### src/rtl/core/scs_pkg.sv
// ---------------------------------------------------------------------------
// scs_pkg
// Shared types and constants for the source comment stripper.
// ---------------------------------------------------------------------------
package scs_pkg;

	localparam int HOLD_DEPTH_DEF = 32;

	localparam logic [7:0] CH_NL = 8'd10;
	localparam logic [7:0] CH_SL = 8'd47;
	localparam logic [7:0] CH_ST = 8'd42;
	localparam logic [7:0] CH_DQ = 8'd34;
	localparam logic [7:0] CH_SQ = 8'd39;

	localparam logic [1:0] QUOTE_NONE   = 2'd0;
	localparam logic [1:0] QUOTE_DOUBLE = 2'd1;
	localparam logic [1:0] QUOTE_SINGLE = 2'd2;

	localparam int CFG_INDEX_W = 2;
	localparam logic [CFG_INDEX_W-1:0] CFG_STRIP_LINE  = 2'd0;
	localparam logic [CFG_INDEX_W-1:0] CFG_STRIP_DOC   = 2'd1;
	localparam logic [CFG_INDEX_W-1:0] CFG_STRIP_BLOCK = 2'd2;
	localparam logic [CFG_INDEX_W-1:0] CFG_KEEP_BLANK  = 2'd3;

	typedef struct packed {
		logic [7:0] src_byte;
		logic [7:0] ahead_one;
		logic [7:0] ahead_two;
	} src_item_t;

	typedef struct packed {
		logic [7:0] out_byte;
		logic       run_last;
		logic       truncated;
	} res_item_t;

	typedef struct packed {
		logic load;
		logic emit;
	} ctl_cmd_t;

	typedef struct packed {
		logic has_results;
		logic last;
		logic out_free;
	} ctl_sts_t;

	typedef enum logic {
		ST_IDLE,
		ST_EMIT
	} ctl_state_t;

endpackage

### src/rtl/core/scs_ctrl.sv
// ---------------------------------------------------------------------------
// scs_ctrl
// Sequencer: takes a request, then steps the datapath through its results.
// ---------------------------------------------------------------------------
module scs_ctrl (
	input  logic              clk,
	input  logic              arst_n,
	input  logic              src_valid,
	output logic              src_stall,
	input  scs_pkg::ctl_sts_t sts,
	output scs_pkg::ctl_cmd_t cmd
);
	import scs_pkg::*;

	ctl_state_t state_q;
	ctl_state_t state_d;

	always_ff @(posedge clk or negedge arst_n) begin
		if (!arst_n) begin
			state_q <= ST_IDLE;
		end else begin
			state_q <= state_d;
		end
	end

	always_comb begin
		state_d   = state_q;
		cmd       = '0;
		src_stall = 1'b1;
		unique case (state_q)
			ST_IDLE: begin
				src_stall = 1'b0;
				if (src_valid) begin
					cmd.load = 1'b1;
					if (sts.has_results) begin
						state_d = ST_EMIT;
					end
				end
			end
			ST_EMIT: begin
				if (sts.out_free) begin
					cmd.emit = 1'b1;
					if (sts.last) begin
						state_d = ST_IDLE;
					end
				end
			end
			default: begin
				state_d = ST_IDLE;
			end
		endcase
	end

endmodule

### src/rtl/core/scs_datapath.sv
// ---------------------------------------------------------------------------
// scs_datapath
// Line/comment state, hold store for the blank prefix, result register.
// ---------------------------------------------------------------------------
module scs_datapath #(
	parameter int HOLD_DEPTH = scs_pkg::HOLD_DEPTH_DEF
) (
	input  logic                                 clk,
	input  logic                                 arst_n,
	input  scs_pkg::src_item_t                   src_item,
	output logic                                 res_valid,
	input  logic                                 res_stall,
	output scs_pkg::res_item_t                   res_item,
	input  logic                                 cfg_valid,
	input  logic [scs_pkg::CFG_INDEX_W-1:0]      cfg_index,
	input  logic                                 cfg_data,
	input  scs_pkg::ctl_cmd_t                    cmd,
	output scs_pkg::ctl_sts_t                    sts
);
	import scs_pkg::*;

	localparam int AW = (HOLD_DEPTH > 1) ? $clog2(HOLD_DEPTH) : 1;
	localparam int CW = $clog2(HOLD_DEPTH + 1);
	localparam int KW = $clog2(HOLD_DEPTH + 4);

	function automatic logic is_space(input logic [7:0] c);
		return (c == 8'd32) || (c >= 8'd9 && c <= 8'd13);
	endfunction

	// configuration
	logic strip_line_q, strip_doc_q, strip_block_q, keep_blank_q;

	// line state
	logic          in_comment_q, line_blank_q, line_had_comment_q, discard_q;
	logic [1:0]    quote_kind_q, skip_q;
	logic [CW-1:0] hold_count_q;
	logic          hold_ovf_q;

	// plan of the request in flight
	logic [CW-1:0] flush_n_q;
	logic [KW-1:0] total_q;
	logic [KW-1:0] k_q;
	logic [7:0]    tail0_q, tail1_q, tail2_q;
	logic          trunc_q;

	logic [7:0]    hold_mem [HOLD_DEPTH];
	logic [7:0]    rd_data_q;

	logic          res_valid_q;
	res_item_t     res_item_q;

	// decode outputs
	logic          ic_d, lb_d, lhc_d, disc_d, ovf_d;
	logic [1:0]    qk_d, skip_d;
	logic [CW-1:0] count_d;
	logic          flush_d, hold_wr, mk_nb, keep_c, lb_eff;
	logic [1:0]    tn_d;
	logic [7:0]    t0_d, t1_d, t2_d;
	logic          trunc_d;
	logic [1:0]    qk_in;
	logic [KW-1:0] total_d;

	logic [7:0] c, a1, a2;
	assign c  = src_item.src_byte;
	assign a1 = src_item.ahead_one;
	assign a2 = src_item.ahead_two;

	always_comb begin
		ic_d    = in_comment_q;
		lb_d    = line_blank_q;
		lhc_d   = line_had_comment_q;
		disc_d  = discard_q;
		ovf_d   = hold_ovf_q;
		qk_d    = quote_kind_q;
		skip_d  = skip_q;
		count_d = hold_count_q;
		flush_d = 1'b0;
		hold_wr = 1'b0;
		mk_nb   = 1'b0;
		keep_c  = 1'b0;
		tn_d    = 2'd0;
		t0_d    = c;
		t1_d    = a1;
		t2_d    = a2;
		trunc_d = 1'b0;
		qk_in   = (c == CH_DQ) ? QUOTE_DOUBLE : QUOTE_SINGLE;

		priority if (c == CH_NL) begin
			t0_d = CH_NL;
			if (line_blank_q && line_had_comment_q) begin
				tn_d = keep_blank_q ? 2'd1 : 2'd0;
			end else begin
				flush_d = 1'b1;
				tn_d    = 2'd1;
				trunc_d = hold_ovf_q;
			end
			lb_d    = 1'b1;
			lhc_d   = in_comment_q;
			disc_d  = 1'b0;
			skip_d  = 2'd0;
			qk_d    = QUOTE_NONE;
			count_d = '0;
			ovf_d   = 1'b0;
		end else if (skip_q != 2'd0) begin
			skip_d = skip_q - 2'd1;
		end else if (discard_q) begin
			// rest of a line comment
		end else if (c == CH_SL) begin
			if (quote_kind_q != QUOTE_NONE) begin
				keep_c = 1'b1;
			end else if (!in_comment_q) begin
				if (strip_line_q && a1 == CH_SL) begin
					disc_d = 1'b1;
					lhc_d  = 1'b1;
				end else if (a1 == CH_ST) begin
					if (strip_doc_q && a2 == CH_ST) begin
						ic_d   = 1'b1;
						lhc_d  = 1'b1;
						skip_d = 2'd1;
					end else if (strip_block_q) begin
						if (a2 == CH_ST) begin
							// doc opener kept verbatim
							mk_nb  = 1'b1;
							tn_d   = 2'd3;
							skip_d = 2'd2;
						end else begin
							ic_d   = 1'b1;
							lhc_d  = 1'b1;
							skip_d = 2'd1;
						end
					end else begin
						keep_c = 1'b1;
					end
				end else begin
					keep_c = 1'b1;
				end
			end
		end else if (c == CH_ST) begin
			if (in_comment_q) begin
				if (a1 == CH_SL) begin
					ic_d   = 1'b0;
					skip_d = 2'd1;
				end
			end else begin
				mk_nb  = 1'b1;
				keep_c = 1'b1;
			end
		end else if (c == CH_DQ || c == CH_SQ) begin
			if (!in_comment_q) begin
				if (quote_kind_q == QUOTE_NONE) begin
					mk_nb = 1'b1;
					qk_d  = qk_in;
				end else if (quote_kind_q == qk_in) begin
					qk_d = QUOTE_NONE;
				end
				keep_c = 1'b1;
			end
		end else if (!in_comment_q) begin
			mk_nb  = !is_space(c);
			keep_c = 1'b1;
		end

		if (mk_nb && line_blank_q) begin
			flush_d = 1'b1;
			lb_d    = 1'b0;
			count_d = '0;
		end
		lb_eff = line_blank_q && !mk_nb;
		if (keep_c) begin
			if (lb_eff) begin
				if (hold_count_q < CW'(HOLD_DEPTH)) begin
					hold_wr = 1'b1;
					count_d = hold_count_q + CW'(1);
				end else begin
					ovf_d = 1'b1;
				end
			end else begin
				tn_d = 2'd1;
			end
		end

		total_d = (flush_d ? KW'(hold_count_q) : '0) + KW'(tn_d);
	end

	// result sequencing
	logic [KW-1:0] k_inc, j, rd_base;
	logic [AW-1:0] rd_addr;
	logic          in_flush;
	res_item_t     next_res;

	assign k_inc    = k_q + KW'(1);
	assign in_flush = k_q < KW'(flush_n_q);
	assign j        = k_q - KW'(flush_n_q);
	assign rd_base  = cmd.emit ? k_inc : k_q;

	always_comb begin
		if (cmd.load || rd_base >= KW'(HOLD_DEPTH)) begin
			rd_addr = '0;
		end else begin
			rd_addr = rd_base[AW-1:0];
		end
	end

	always_comb begin
		next_res.run_last  = (k_inc == total_q);
		next_res.truncated = 1'b0;
		if (in_flush) begin
			next_res.out_byte = rd_data_q;
		end else begin
			next_res.truncated = trunc_q;
			unique case (j[1:0])
				2'd0:    next_res.out_byte = tail0_q;
				2'd1:    next_res.out_byte = tail1_q;
				default: next_res.out_byte = tail2_q;
			endcase
		end
	end

	always_ff @(posedge clk) begin
		if (cmd.load && hold_wr) begin
			hold_mem[hold_count_q[AW-1:0]] <= c;
		end
		rd_data_q <= hold_mem[rd_addr];
	end

	always_ff @(posedge clk or negedge arst_n) begin
		if (!arst_n) begin
			strip_line_q       <= 1'b1;
			strip_doc_q        <= 1'b1;
			strip_block_q      <= 1'b1;
			keep_blank_q       <= 1'b0;
			in_comment_q       <= 1'b0;
			quote_kind_q       <= QUOTE_NONE;
			line_blank_q       <= 1'b1;
			line_had_comment_q <= 1'b0;
			discard_q          <= 1'b0;
			skip_q             <= 2'd0;
			hold_count_q       <= '0;
			hold_ovf_q         <= 1'b0;
			k_q                <= '0;
			total_q            <= '0;
			flush_n_q          <= '0;
			res_valid_q        <= 1'b0;
		end else begin
			if (cfg_valid) begin
				unique case (cfg_index)
					CFG_STRIP_LINE:  strip_line_q  <= cfg_data;
					CFG_STRIP_DOC:   strip_doc_q   <= cfg_data;
					CFG_STRIP_BLOCK: strip_block_q <= cfg_data;
					CFG_KEEP_BLANK:  keep_blank_q  <= cfg_data;
					default:         ;
				endcase
			end
			if (cmd.load) begin
				in_comment_q       <= ic_d;
				quote_kind_q       <= qk_d;
				line_blank_q       <= lb_d;
				line_had_comment_q <= lhc_d;
				discard_q          <= disc_d;
				skip_q             <= skip_d;
				hold_count_q       <= count_d;
				hold_ovf_q         <= ovf_d;
				k_q                <= '0;
				total_q            <= total_d;
				flush_n_q          <= flush_d ? hold_count_q : '0;
			end else if (cmd.emit) begin
				k_q <= k_inc;
			end
			if (cmd.emit) begin
				res_valid_q <= 1'b1;
			end else if (!res_stall) begin
				res_valid_q <= 1'b0;
			end
		end
	end

	always_ff @(posedge clk) begin
		if (cmd.load) begin
			tail0_q <= t0_d;
			tail1_q <= t1_d;
			tail2_q <= t2_d;
			trunc_q <= trunc_d;
		end
		if (cmd.emit) begin
			res_item_q <= next_res;
		end
	end

	assign res_valid       = res_valid_q;
	assign res_item        = res_item_q;
	assign sts.has_results = (total_d != '0);
	assign sts.last        = (k_inc == total_q);
	assign sts.out_free    = !res_valid_q || !res_stall;

endmodule

### src/rtl/core/source_comment_stripper_core.sv
// ---------------------------------------------------------------------------
// source_comment_stripper_core
// Streaming C comment stripper: one source byte per request, bytes out.
// ---------------------------------------------------------------------------
// Usage:
//   src channel: one request per source byte with two bytes of same-line
//     lookahead (zero past the newline). Accepted when src_valid && !src_stall.
//   res channel: stripped output bytes; run_last marks the last result of a
//     request, truncated flags a newline whose held blank prefix overflowed.
//   cfg channel: register writes (cfg_ready is always high); write only while
//     no request is in flight.
// Flow: a request with no result is only loaded; a request with results
//   then enters the emit state, which sends them in turn while the receiver
//   does not stall. The first non-blank byte of a line also drains the held
//   blank prefix, up to HOLD_DEPTH bytes, one byte a cycle while the receiver
//   does not stall, from the hold store's single read port.
// The first result is loaded into the result register by the emit state that follows acceptance.
// Reset: configuration returns to its reset values, line state clears, no
//   result is pending. The hold store is not cleared.
// Receiver stall: the result register holds; src_stall stays high until the
//   last result of the request is in the result register.
// ---------------------------------------------------------------------------
module source_comment_stripper_core #(
	parameter int HOLD_DEPTH = scs_pkg::HOLD_DEPTH_DEF
) (
	input  logic                            clk,
	input  logic                            arst_n,
	input  logic                            src_valid,
	output logic                            src_stall,
	input  scs_pkg::src_item_t              src_item,
	output logic                            res_valid,
	input  logic                            res_stall,
	output scs_pkg::res_item_t              res_item,
	input  logic                            cfg_valid,
	output logic                            cfg_ready,
	input  logic [scs_pkg::CFG_INDEX_W-1:0] cfg_index,
	input  logic                            cfg_data
);
	import scs_pkg::*;

	ctl_cmd_t cmd;
	ctl_sts_t sts;

	assign cfg_ready = 1'b1;

	scs_ctrl u_ctrl (
		.clk       (clk),
		.arst_n    (arst_n),
		.src_valid (src_valid),
		.src_stall (src_stall),
		.sts       (sts),
		.cmd       (cmd)
	);

	scs_datapath #(
		.HOLD_DEPTH (HOLD_DEPTH)
	) u_datapath (
		.clk       (clk),
		.arst_n    (arst_n),
		.src_item  (src_item),
		.res_valid (res_valid),
		.res_stall (res_stall),
		.res_item  (res_item),
		.cfg_valid (cfg_valid),
		.cfg_index (cfg_index),
		.cfg_data  (cfg_data),
		.cmd       (cmd),
		.sts       (sts)
	);

endmodule

### config.mk
export PLATFORM = sky130hd
export DESIGN_NAME = source_comment_stripper_core
export DESIGN_NICKNAME = d
export VERILOG_FILES = /design/src/rtl/core/scs_pkg.sv /design/src/rtl/core/scs_ctrl.sv /design/src/rtl/core/scs_datapath.sv /design/src/rtl/core/source_comment_stripper_core.sv
export SDC_FILE = /design/constraint.sdc
export NUM_CORES = 1
export LEC_CHECK = 0
export BUFFER_PORTS_ARGS = -buffer_cell sky130_fd_sc_hd__buf_2
export CELL_PAD_IN_SITES_DETAIL_PLACEMENT = 0
export CELL_PAD_IN_SITES_GLOBAL_PLACEMENT = 2
export CORE_UTILIZATION = 30
export CTS_BUF_LIST = sky130_fd_sc_hd__clkbuf_2
export CTS_CLUSTER_DIAMETER = 50
export DETAILED_ROUTE_END_ITERATION = 8
export PLACE_DENSITY = 0.66
export SKIP_LAST_GASP = 1
export SLEW_MARGIN = 20
export SYNTH_ARGS = -nofsm -noshare
export SYNTH_HDL_FRONTEND = slang
export SYNTH_SLANG_ARGS = --single-unit
### constraint.sdc
create_clock -name clk -period 3.31 [get_ports clk]
set_clock_uncertainty 0.2 [all_clocks]
set_input_delay 0.331 -clock clk [delete_from_list [all_inputs] [get_ports clk]]
set_output_delay 0.331 -clock clk [all_outputs]
set_load 0.01 [all_outputs]
# After elaboration in Yosys (flattened, before gate mapping)
# Memories as Yosys holds them, arrays and structs flattened. A register that Yosys moved wholly into a read port is not among the register bits.
# Cells that the tools add are included.
dict set report totals {
  reg_bits 74
  ram_bits 256
  inputBits 32
  out_inout_bits 13
  elab_cells 243
  memories 1
}
dict set report op_classes {
  addsub 5
  n_lt_le_gt_ge 5
  eq_ne 28
  mux 132
  n_bitwise 4
  reduce_logical 44
}
# name words word_bits read_ports rd_clocked_by_memory_dff wr line_no
set memory_table {}
lappend memory_table {u_datapath.hold_mem 32 8 1 1 1 scs_datapath.sv:46} ;# logic [7:0] hold_mem [HOLD_DEPTH];
# cell count
set op_table {}
lappend op_table {{$mux 1} 82}
lappend op_table {{$mux 2} 38}
lappend op_table {{$eq 8x6->1 const B} 8}
lappend op_table {{$mux 6} 8}
lappend op_table {{$reduce_bool 4->1} 5}
lappend op_table {{$pmux 8 s2} 1}
lappend op_table {{$add 6x1->6 const B} 2}
lappend op_table {{$ne 4x2->1 const B} 3}
lappend op_table {{$reduce_and 2->1} 6}
lappend op_table {{$reduce_bool 2->1} 6}
lappend op_table {{$ne 2x1->1 const B} 5}
lappend op_table {{$reduce_and 10->1} 1}
lappend op_table {{$reduce_and 9->1} 1}
lappend op_table {{$eq 8x4->1 const B} 1}
lappend op_table {{$ge 8x4->1 const B} 1}
lappend op_table {{$le 8x4->1 const B} 1}
lappend op_table {{$mux 8} 1}
lappend op_table {{$reduce_and 8->1} 1}
lappend op_table {{$logic_and 1x1->1} 7}
lappend op_table {{$add 6x2->6} 1}
lappend op_table {{$eq 6x6->1} 1}
lappend op_table {{$ge 6x6->1 const B} 1}
lappend op_table {{$logic_not 2->1} 3}
lappend op_table {{$lt 6x6->1} 1}
lappend op_table {{19 further kinds} 33}

# Longest topological paths before layout
dict set report depth {
  word_depth 21
  ltp_mapped 17
  ltp_nobuf 15
}

# Hierarchy
# From an unflattened synthesis, not the netlist that was laid out.
dict set report unflattened {
  hier_cells 1145
  hier_area_um2 14702.9
}
# mod instances cells_each area_per_inst_um2 seq_area_each_um2
set modules_own_cells {}
lappend modules_own_cells {scs_datapath 1 1138 14635.3 9854.5}
lappend modules_own_cells {scs_ctrl 1 5 56.3 25.0}
lappend modules_own_cells {source_comment_stripper_core 1 2 11.3 0.0}

# Worst setup path after synthesis
# No wires, ideal clock.
dict set report synth_path {
  path_type {input to register}
  startpoint {input port src_item[23] (netlist bit)}
  endpoint {register u_ctrl.state_q}
  setup_time_ps 120
  arrival_time_ps 3516
  path_slack_ps -527
  cell_stages 16
  path_buffers 1
  path_cell_list {or4b_4 nor4_2 a41oi_1 nor3_4 a21oi_2 buf_2 nor2_1 ha_1 inv_1 fa_1 nor3_1 xnor2_1 nand2_1 nand2_1 o21ai_0 a41o_1}
}
dict set report synth_via {
  elab_chain_len 20
  word_cells_on_any_way 40
  cone_classes {1 x add/sub; 2 x order compare; 6 x eq/ne; 23 x mux; 8 x reduce/logical}
}
# element line_no
set synth_lines {}
lappend synth_lines {{start: declaration} source_comment_stripper_core.sv:30} ;# input scs_pkg::src_item_t src_item,
lappend synth_lines {{$ge 8x4->1 or $le 8x4->1 (tied branches)} scs_datapath.sv:27} ;# return (c == 8'd32) || (c >= 8'd9 && c <= 8'd13);
lappend synth_lines {{$logic_and 1x1->1} scs_datapath.sv:27}
lappend synth_lines {{$logic_or 1x1->1} scs_datapath.sv:27}
lappend synth_lines {{$logic_not 1->1} scs_datapath.sv:159} ;# mk_nb = !is_space(c);
lappend synth_lines {{$mux 1} scs_datapath.sv:158} ;# end else if (!in_comment_q) begin
lappend synth_lines {{$mux 1} scs_datapath.sv:148} ;# end else if (c == CH_DQ || c == CH_SQ) begin
lappend synth_lines {{$mux 1} scs_datapath.sv:138} ;# end else if (c == CH_ST) begin
lappend synth_lines {{$mux 1} scs_datapath.sv:108} ;# end else if (c == CH_SL) begin
lappend synth_lines {{(+5 left out)} n/a}
lappend synth_lines {{$mux 2} scs_datapath.sv:170} ;# if (lb_eff) begin
lappend synth_lines {{$mux 2} scs_datapath.sv:169} ;# if (keep_c) begin
lappend synth_lines {{$add 6x2->6 *} scs_datapath.sv:182} ;# total_d = (flush_d ? KW'(hold_count_q) : '0) + KW'(tn_d);
lappend synth_lines {{$reduce_bool 6->1 *} scs_datapath.sv:291} ;# assign sts.has_results = (total_d != '0);
lappend synth_lines {{$mux 1 *} scs_ctrl.sv:35} ;# if (sts.has_results) begin
lappend synth_lines {{$mux 1 *} scs_ctrl.sv:33} ;# if (src_valid) begin
lappend synth_lines {{$pmux 1 s2 *} scs_ctrl.sv:30} ;# unique case (state_q)
lappend synth_lines {{via u_ctrl.state_d} scs_ctrl.sv:16} ;# ctl_state_t state_d;
lappend synth_lines {{end signal: assignment} scs_ctrl.sv:22} ;# state_q <= state_d;
lappend synth_lines {{end: declaration} scs_ctrl.sv:15} ;# ctl_state_t state_q;
# Mark *: on every way through the listed nets, which the timed path passes. The rest lies on a longest branch.
# A chain may end at the register's enable or synchronous reset.

# Worst setup path in the final report
dict set report layout_path {
  startpoint {input port src_item[8] (netlist bit)}
  endpoint {register u_ctrl.state_q}
}
dict set report layout_via {
  elab_chain_len 18
  word_cells_on_any_way 39
  cone_classes {1 x add/sub; 2 x eq/ne; 31 x mux; 5 x reduce/logical}
}
# element line_no
set layout_lines {}
lappend layout_lines {{$eq 8x6->1 (on tied branches)} {scs_datapath.sv:115, scs_datapath.sv:112}}
lappend layout_lines {{$mux 1 or $logic_and 1x1->1 (tied branches)} {scs_datapath.sv:115, scs_datapath.sv:112}}
lappend layout_lines {{$mux 1} scs_datapath.sv:112} ;# if (strip_line_q && a1 == CH_SL) begin
lappend layout_lines {{$mux 1} scs_datapath.sv:111} ;# end else if (!in_comment_q) begin
lappend layout_lines {{$mux 1} scs_datapath.sv:109} ;# if (quote_kind_q != QUOTE_NONE) begin
lappend layout_lines {{$mux 1} scs_datapath.sv:108}
lappend layout_lines {{$mux 1} scs_datapath.sv:106} ;# end else if (discard_q) begin
lappend layout_lines {{$mux 1} scs_datapath.sv:104} ;# end else if (skip_q != 2'd0) begin
lappend layout_lines {{(+3 left out)} n/a}
lappend layout_lines {{$mux 2} scs_datapath.sv:170}
lappend layout_lines {{$mux 2} scs_datapath.sv:169}
lappend layout_lines {{$add 6x2->6 *} scs_datapath.sv:182}
lappend layout_lines {{$reduce_bool 6->1 *} scs_datapath.sv:291}
lappend layout_lines {{$mux 1 *} scs_ctrl.sv:35}
lappend layout_lines {{$mux 1 *} scs_ctrl.sv:33}
lappend layout_lines {{$pmux 1 s2 *} scs_ctrl.sv:30}
lappend layout_lines {{via u_ctrl.state_d} scs_ctrl.sv:16}
# Marks and branches as above.

==> results.json <==
{
  "status": "complete, but fails checks",
  "failed_checks": "setup timing",
  "maxSlewViolCount": 0,
  "rr_endpoint": "u_ctrl.state_q",
  "fin_cells": 2190,
  "pwr-share-comb_pct": 44.4,
  "clk_latency_ns": 1.01,
  "pwr-share-clk_pct": 20.3,
  "highest_layer": "met4",
  "grt_start_max_net_pins": 52,
  "synth.most_common_cell": "edfxtp_1",
  "hold_path_class": "primary input to flip-flop",
  "rsz0062_at_grt": "yes",
  "dr.pass1.iters": 5,
  "critPathKind": "primary input to flip-flop",
  "place_ws_ns": -0.424,
  "area_growth_pct": 27.2,
  "wl_per_cell_um": 20.8,
  "synth_warnings": 0,
  "pin_count": 45,
  "wl_um": 45700,
  "dr.first_iter.drc_count": 765,
  "power_switching_w": 0.00565,
  "synth_area_leaders": "edfxtp_1 58%, dfrtp_1 5.9%, a211oi_1 3.3%, nand3_1 2.3%, o21ai_0 2.2%",
  "synth_edf_count": 291,
  "nFillCells": 4832,
  "layout.nets": 1505,
  "leakagePower_nw": 6.81,
  "netlist_top_cells_count": "291 x edfxtp_1, 69 x nand3_1, 69 x nor2_1",
  "drive_gt1_share_pct": 31.7,
  "cp.arrival_ns": 4.06,
  "ir_drop_mv": 0.444,
  "fin_ws_ns": -0.0625,
  "synthesis.area_um2": 14900,
  "grt_use_total_pct": 18.3,
  "seqPwrFrac_pct": 35.4,
  "cts_sinks": 338,
  "htree_levels": 3,
  "clockRootBuffer": "clkbuf_2",
  "synth_seq_cells": 338,
  "drc": 0,
  "synth_cell_types": 84,
  "grt_pass1_wl_um": 69100,
  "met1Wirelength_um": 19900,
  "synth_ff_type": "edfxtp_1",
  "worstMarginPinSlew_ns": 0.612,
  "endpoint": "u_ctrl.state_q",
  "register_area_um2": 9880,
  "cts.clk_slew.worst_paths_ns": 0.13,
  "wl_met2_um": 22600,
  "die_w_um": 225,
  "syn_nets": 1185,
  "hold_viol_final": 0,
  "min_period_ns": 3.37,
  "dieArea_um2": 50700,
  "place_hpwl_um": 30600,
  "internal-power_w": 0.00892,
  "crit_fanout": 4,
  "route.met3.wl_um": 1770,
  "synth_top_cell_area_share_pct": 58.5,
  "syn_avg_cell_area_um2": 13.1,
  "crit_start": "src_item[8]",
  "antenna_found_initial": 2,
  "setup_violations": 1,
  "portBuffers": 43,
  "rows": 81,
  "vias_per_cell": 5.04,
  "p_sw_share_pct": 38.8,
  "dp_cells": 1970,
  "async_flop_share_pct": 11.5,
  "seq_area_frac_synth_pct": 66.1,
  "rrSetupSlack_ns": -0.03,
  "cts_tree": "done",
  "endpoint_kind": "flip-flop",
  "cts_inserted_buffers": 89,
  "multi_input_area_um2": 4750,
  "grt_pass1_vias": 11352,
  "slew_headroom_pct": 59.2,
  "drv_cap": 0,
  "reg2reg_from": "u_datapath.discard_q",
  "grt-ovfl-total": 0,
  "gp_congestion": 0.832,
  "yosys.area.top_type": "edfxtp_1",
  "finalCritPeriodShare_pct": 102,
  "cp-start-kind": "primary input",
  "cp.required_ns": 4.00,
  "dr_total_vias": 11031,
  "postRouteAntennaNets": 0,
  "start_util_pct": 30.5,
  "core-area_um2": 49100,
  "netlist_instances": 1139,
  "powerDensity_nw_per_um2": 766,
  "clockBufferDepth": 3,
  "rr_worst_depth": 12,
  "fmax_mhz": 297,
  "die_y_um": 225
}
cell families after synthesis:
kind of cell    synth area share, %
simple gates                   10.4
flops                          66.1
xor+xnor                      0.737
buf+inv                        3.42
compound gates                 14.8
other cells                  0.0251
fa+ha+maj                      1.27
mux                            3.23
metrics by stage:
| step | setup TNS (ns) | hold WS (ns) | area, um2 | total power, W | utilization (%) |
|---|---|---|---|---|---|
| floorplan | -0.361 | -0.165 | 15000 | 0.00840 | - |
| global placement | -1.37 | 0.288 | 17400 | 0.0115 | 35.5 |
| detailed placement | -1.67 | 0.307 | 17400 | 0.0115 | 35.5 |
| CTS | 0 | 0.0155 | 18900 | 0.0146 | 38.5 |
| global route | -0.301 | 0.0435 | 19000 | 0.0154 | 38.8 |
| finish | -0.0625 | 0.0660 | 19000 | 0.0146 | 38.8 |
critical path, cell delays in order:
cell and delay [ns]:
dlygate4sd3_1 0.53, buf_2 0.13, dlygate4sd3_1 0.57, buf_4 0.14, or4_1 0.54, o211ai_1 0.27
a21oi_1 0.13, o21ai_0 0.10, nand3_1 0.12, ha_2 0.20, inv_2 0.05, fa_2 0.22
buf_4 0.13, buf_4 0.12, a32o_1 0.17, a31oi_1 0.05, a41o_1 0.24
power groups by stage:
stage	combinational [W]	sequential [W]	clock, W
after CTS	0.00635	0.00516	0.00307
after global placement	0.00622	0.00525	0
final	0.00646	0.00515	0.00295
after floorplan	0.00319	0.00521	0
after detailed placement	0.00622	0.00525	0
after global routing	0.00692	0.00518	0.00327
state kept, by name (all words and copies together), names as in the netlist, 2 cells and up:
signal	cells
u_datapath.tail1_q	8
u_datapath.rd_data_q	8
u_datapath.flush_n_q	6
u_datapath.res_item	10
u_datapath.quote_kind_q	2
u_datapath.total_q	6
u_datapath.hold_mem	256
u_datapath.tail0_q	8
u_datapath.skip_q	2
u_datapath.tail2_q	8
u_datapath.k_q	6
u_datapath.hold_count_q	6
placed cells by master, fill, tap and decap left out, types with 22 or more instances in the layout:
master         instances
a211oi_1              62
buf_2                 43
buf_4                205
clkbuf_2             133
dfrtp_1               34
dlygate4sd3_1         57
edfxtp_1             291
inv_1                 23
mux2_2                26
nand2_1               42
nand2b_1              35
nand3_1               69
nor2_1                67
o2111ai_1             22
o21ai_0               65
o22ai_1               40
per-layer routing:
layer | global-route usage [%] | vias to the layer above
li1 | - | 5174
met1 | 23.0 | 5525
met2 | 31.0 | 254
met3 | 3.14 | 78
met4 | 7.44 | 0
met5 | 0 | -
layout make-up:
| class | instances | area share [%] |
|---|---|---|
| multi-input cells | 683 | 25.0 |
| well taps | 664 | 4.37 |
| clock buffers | 133 | 3.50 |
| clock inverters | 22 | 0.790 |
| flip-flops and latches | 338 | 52.0 |
| diodes | 3 | 0.0395 |
| inverters | 27 | 0.560 |
| repair buffers | 320 | 13.8 |
worst min-delay path by stage:
stage	start	endpoint	slack, ns	cells after the start
2_1_floorplan	arst_n	u_ctrl.state_q	-0.16	0
3_3_place_gp	u_datapath.hold_ovf_q	u_datapath.hold_ovf_q	0.29	1
3_5_place_dp	u_datapath.flush_n_q[0]	u_datapath.flush_n_q[0]	0.31	2
4_1_cts	src_item[22]	u_datapath.tail0_q[6]	0.02	3
5_1_grt	src_item[22]	u_datapath.tail0_q[6]	0.04	3
6_report	src_item[22]	u_datapath.tail0_q[6]	0.07	3
timing repair:
action,in CTS,in global routing
endpoints found under the hold margin,391,0
gates resized for setup,12,16
endpoints found under the setup margin,9,9
pin swaps,6,5
hold buffers,58,0
gates cloned,0,1
setup buffers,1,2
Power figures use the tool's default switching activity.
